File: src/design/kmeans_pixel_cluster_engine_macros.svh
// Assertion macros for the k-means pixel cluster engine.
// Used by kmeans_pixel_cluster_engine.sv; expects clk and rst_n in scope.
`ifndef KMEANS_PIXEL_CLUSTER_ENGINE_MACROS_SVH
`define KMEANS_PIXEL_CLUSTER_ENGINE_MACROS_SVH
`ifndef SYNTH
`define KPCE_ASSERT_IMP(lbl, ante, cons) \
  lbl: assert property (@(posedge clk) disable iff (!rst_n) (ante) |-> (cons)) \
    else $error("assertion failed");
`define KPCE_ASSERT_NXT(lbl, ante, cons) \
  lbl: assert property (@(posedge clk) disable iff (!rst_n) (ante) |=> (cons)) \
    else $error("assertion failed");
`else
`define KPCE_ASSERT_IMP(lbl, ante, cons)
`define KPCE_ASSERT_NXT(lbl, ante, cons)
`endif
`endif

File: src/design/kpce_ram.sv
// Generic single-write, single-read synchronous RAM with registered read.
// No dependencies.
`default_nettype none
module kpce_ram #(
  parameter int WIDTH = 48,
  parameter int DEPTH = 16,
  parameter int ADDR_BITS = (DEPTH > 1) ? $clog2(DEPTH) : 1
) (
  input  wire                          clk,
  input  wire                          we,
  input  wire  [ADDR_BITS-1:0]         waddr,
  input  wire  [WIDTH-1:0]             wdata,
  input  wire  [ADDR_BITS-1:0]         raddr,
  output logic [WIDTH-1:0]             rdata
);
  logic [WIDTH-1:0] mem [DEPTH];

  always_ff @(posedge clk) begin
    if (we) begin
      mem[waddr] <= wdata;
    end
    rdata <= mem[raddr];
  end
endmodule
`default_nettype wire

File: config.mk
export PLATFORM = sky130hd
export DESIGN_NAME = kpce_ram
export DESIGN_NICKNAME = d
export VERILOG_FILES = /design/src/design/kmeans_pixel_cluster_engine_macros.svh /design/src/design/kpce_ram.sv
export SDC_FILE = /design/constraint.sdc
export NUM_CORES = 1
export LEC_CHECK = 0
export BUFFER_PORTS_ARGS = -buffer_cell sky130_fd_sc_hd__buf_2
export CAP_MARGIN = 20
export CORE_MARGIN = 1
export CORE_UTILIZATION = 49
export DETAILED_ROUTE_END_ITERATION = 10
export GPL_ROUTABILITY_DRIVEN = 0
export PLACE_DENSITY = 0.68
export RECOVER_POWER = 25
export REMOVE_ABC_BUFFERS = 1
export SKIP_CTS_REPAIR_TIMING = 1
export SYNTH_ARGS = -nofsm -noshare
export SYNTH_HDL_FRONTEND = slang
export SYNTH_SLANG_ARGS = --single-unit
File: constraint.sdc
create_clock -name clk -period 4.45 [get_ports clk]
set_clock_uncertainty 0.2 [all_clocks]
set_input_delay 0 -clock clk [delete_from_list [all_inputs] [get_ports clk]]
set_output_delay 0 -clock clk [all_outputs]
set_load 0.01 [all_outputs]
== Yosys cells after proc, flatten, opt, wreduce, memory -nomap -nowiden ==
Memory sizes are Yosys's and may differ from the RTL's. A register that Yosys moved wholly into a read port is not among the register bits.
Index checks and enable logic that the tools add are counted.
Word-level totals
  bits in registers: 0
  bits in latches: 0
  memory bits (writable): 768
  memory bits (read-only): 0
  input port bits: 58
  output and inout port bits: 48
  memories kept: 1
Memories
  mem: words 16, width 48, rd ports 1, clocked after memory_dff 1, write ports 1, line kpce_ram.sv:16  | logic [WIDTH-1:0] mem [DEPTH];
Operators by class
  add/subtract/negate cells: 0
  multiply operators: 0
  div/mod/pow operators: 0
  order comparisons: 0
  eq/ne operators: 0
  shifts and indexed selects: 0
  multiplexer cells: 2
  bitwise operators: 0
  reductions and logical operators: 0
Operators by type and width (count)
  1-bit 2-to-1 mux: 2

== Longest topological paths before layout ==
  word-level depth: 2
  gate-level depth with buffers: 6

== Worst setup path before layout ==
OpenSTA, ideal clock, no wires.
  kind: input-to-reg
  start: in waddr[2]
  end: mem mem[0][0] (enable)
  setup time: 0.513 ns
  arrival: 3.791 ns
  required time: 3.737 ns
  setup slack: -0.054 ns
  stages: 2
  path buffers: 0
  path through: or3b_2 nor3_1
RTL lines
  start: declaration: line kpce_ram.sv:11  | input wire [ADDR_BITS-1:0] waddr,
  end: declaration: line kpce_ram.sv:16
No word-level cell before the write port.

==> metrics.md <==
| Metric | Value |
|---|---|
| Status | `finished with violations` |
| Failing checks | `hold timing` |
| Avg Vias per Cell | `5.881` |
| Startpoint class of the critical path | `primary input` |
| Die area | `61590 µm²` |
| Top cell type's share of synthesized area | `77.66%` |
| Core area | `59460 µm²` |
| Asr flop ratio synth | `0%` |
| Endpoints failing setup | `0` |
| Adder-Cell Fraction of Synth Area | `0%` |
| Slew headroom | `28.56%` |
| Area of placed instances | `31380 µm²` |
| DPL Wire Length | `29590 µm` |
| Clock buffer depth | `3` |
| Switching part of the total | `19.90%` |
| Tightest Pin Transition | `1.069 ns` |
| Sequential area share after synthesis | `80.90%` |
| Vias | `13540` |
| Final period util | `60.52%` |
| Setup TNS | `0 ns` |
| Largest net degree at the start of global routing | `95` |
| Total CTS buffers | `81` |
| Critical Path AT | `3.04 ns` |
| Ys flop type | `edfxtp_1` |
| Hold Slack | `-0.006350 ns` |
| DR WL/cell | `26.05 µm` |
| Chip height | `248.2 µm` |
| Number of global-route vias before repair | `13890` |
| CTS tree | `done` |
| Hold WC Path Type | `in2reg` |
| Pre-CTS WS | `1.957 ns` |
| Mapped cell area | `29690 µm²` |
| Port bufs | `105` |
| Crit-path max FO | `17` |
| P&R area growth vs syn | `16.39%` |
| Crit path time final | `2.693 ns` |
| Final ANT Viol Nets | `0` |
| GRT Resource Usage Total | `20.14%` |
| Post-synthesis simple-gate area fraction | `1.053%` |
| Fin area | `34560 µm²` |
| Grt ovf | `0` |
| Most common cell in the synthesized netlist | `edfxtp_1` |
| Router iterations before antenna repair | `5` |
| Synth unique cells | `17` |
| Worst-path clk slew | `0.06 ns` |
| Worst Path Required | `4.80 ns` |
| H-tree depth | `3` |
| Compound-Gate Fraction of Synth Area | `2.427%` |
| Worst VDD drop | `0.2689 mV` |
| TritonCTS Sinks | `816` |
| XOR/XNOR Fraction of Synth Area | `0%` |
| F_max | `371.3 MHz` |
| Final cell count without fillers | `2303` |
| Register bit count reported by yosys | `816` |
| Top cells by area, synth | `edfxtp_1, mux4_2, dfxtp_1, a22oi_1, nand2_1` |
| Worst-Skew Late Latency | `0.61 ns` |
| Power per cell area | `469.3 nW/µm²` |
| Residual DRC count | `0` |
| Number of antenna violations at the first check in global routing | `3` |
| Width of the die | `248.2 µm` |
| Setup ws final | `1.757 ns` |
| Post-synth top cells | `edfxtp_1, mux4_2, a22oi_1` |
| Part of the power in registers | `53.3%` |
| Switching pwr | `0.003228 W` |
| Layout cells sized above 1 | `29.40%` |
| Syn Inst Count | `1242` |
| Global-route wire length before repair | `88930 µm` |
| Crit. End Element | `flip-flop` |
| Max Slew Vio Count | `0` |
| Unrepaired setup endpoints after global routing | `false` |
| # IOs | `106` |
| P_int | `0.01299 W` |
| Avg Inst Size Synth | `23.91 µm²` |
| Starting Density | `49.94%` |
| Site row count | `89` |
| Mux cell area share after synthesis | `14.56%` |
| Crit path kind | `in2reg` |
| Largest family of logic cells by synthesized area | `multiplexers` |
| Synth warnings | `0` |
| CTS root buffer | `clkbuf_16` |
| Total Routed Length | `59990 µm` |
| Leakage | `11.11 nW` |
| Post-synth EDFFs | `768` |
| DRT iter0 DRCs | `1318` |
| Combinational fraction of design power | `4.8%` |
| Largest area contributor in the netlist | `edfxtp_1` |
| Clock power share | `41.9%` |
| Hold Vio Cnt, Final | `4` |
| MaxCap Viol Count | `0` |
| Final net count | `1519` |
| Dpl cells | `2099` |
-- stage by stage --
step / hold slack [ns] / power, W / utilization [%]
after global placement: 0.1661 / 0.009533 / 52.74
after CTS: -0.4829 / 0.01631 / 57.30
after detailed placement: 0.1742 / 0.009560 / 52.77
after global routing: 0.01425 / 0.01670 / 58.12
final: -0.006350 / 0.01622 / 58.12
after floorplan: -0.1011 / 0.009151 / -
-- per-layer routing --
| metal | share of wire, % | up-vias | track usage [%] | routed length [µm] |
|---|---|---|---|---|
| li1 | - | 5749 | - | - |
| met4 | 2.1 | 2 | 6.241 | 1244 |
| met5 | 0.022 | - | 0 | 13 |
| met3 | 6.3 | 90 | 3.426 | 3768 |
| met1 | 43 | 7214 | 29.18 | 25820 |
| met2 | 49 | 488 | 31.66 | 29150 |
-- area by class of cell --
| class | count | area, µm² |
|---|---|---|
| fillers | 4233 | 24900 |
| flip-flops and latches | 816 | 24020 |
| multi-input cells | 363 | 5492 |
| clock buffers | 121 | 2392 |
| repair buffers | 199 | 1378 |
| well taps | 773 | 967.2 |
| clock inverters | 28 | 301.5 |
| diodes | 3 | 7.507 |
-- power groups by stage --
stage               clock [W]  sequential [W]  combinational [W]
floorplan                   0         0.00882           0.000329
global placement            0         0.00880           0.000731
detailed placement          0         0.00881           0.000748
CTS                   0.00691         0.00865           0.000751
global route          0.00719         0.00866           0.000838
finish                0.00680         0.00865           0.000774
-- flip-flops by register name (all words and copies together) (netlist names) --
name and count:
mem 768, rdata 48
-- critical path: stages --
cell and delay (ns):
dlygate4sd3_1 0.53, buf_2 0.17, nor2_4 0.24, dlygate4sd3_1 1.23
a22oi_1 0.19, dlygate4sd3_1 0.61, nand2_1 0.07
-- kinds of logic (layout without fill, tap and decap cells) --
group           count (synthesis)  in the layout
flops                         816            816
mux                           192            192
compound gates                 96             96
simple gates                   75             75
buf+inv                        63            348
other cells                     0              3
-- path summary, 6_finish.rpt --
| path | cells after the start | end | start | slack (ns) |
|---|---|---|---|---|
| setup / recovery | 7 | rdata[11]$_DFF_P_ | raddr[2] | 1.76 |
| hold / removal | 3 | mem[1][43]$_DFFE_PP_ | waddr[3] | -0.006 |
| setup reg to reg | 4 | rdata[11]$_DFF_P_ | mem[3][11]$_DFFE_PP_ | 2.50 |
| hold reg to reg | 3 | rdata[33]$_DFF_P_ | mem[14][33]$_DFFE_PP_ | 0.46 |
-- cell usage in the layout, fill, tap and decap left out, drive strengths merged --
cell type    netlist  layout
a22oi             96      96
and2               1       1
buf               35     114
bufinv             0       6
clkbuf            28     154
clkinv             0      16
clkinvlp           0       4
dfxtp             48      48
diode              0       3
dlygate4sd3        0      52
edfxtp           768     768
inv                0       2
mux4             192     192
nand2             49      49
nand2b             2       2
nand3              1       1
nand3b             2       2
nor2              13      13
nor2b              2       2
nor3               4       4
or3b               1       1
Note: power is estimated with default switching activity, not from simulation.
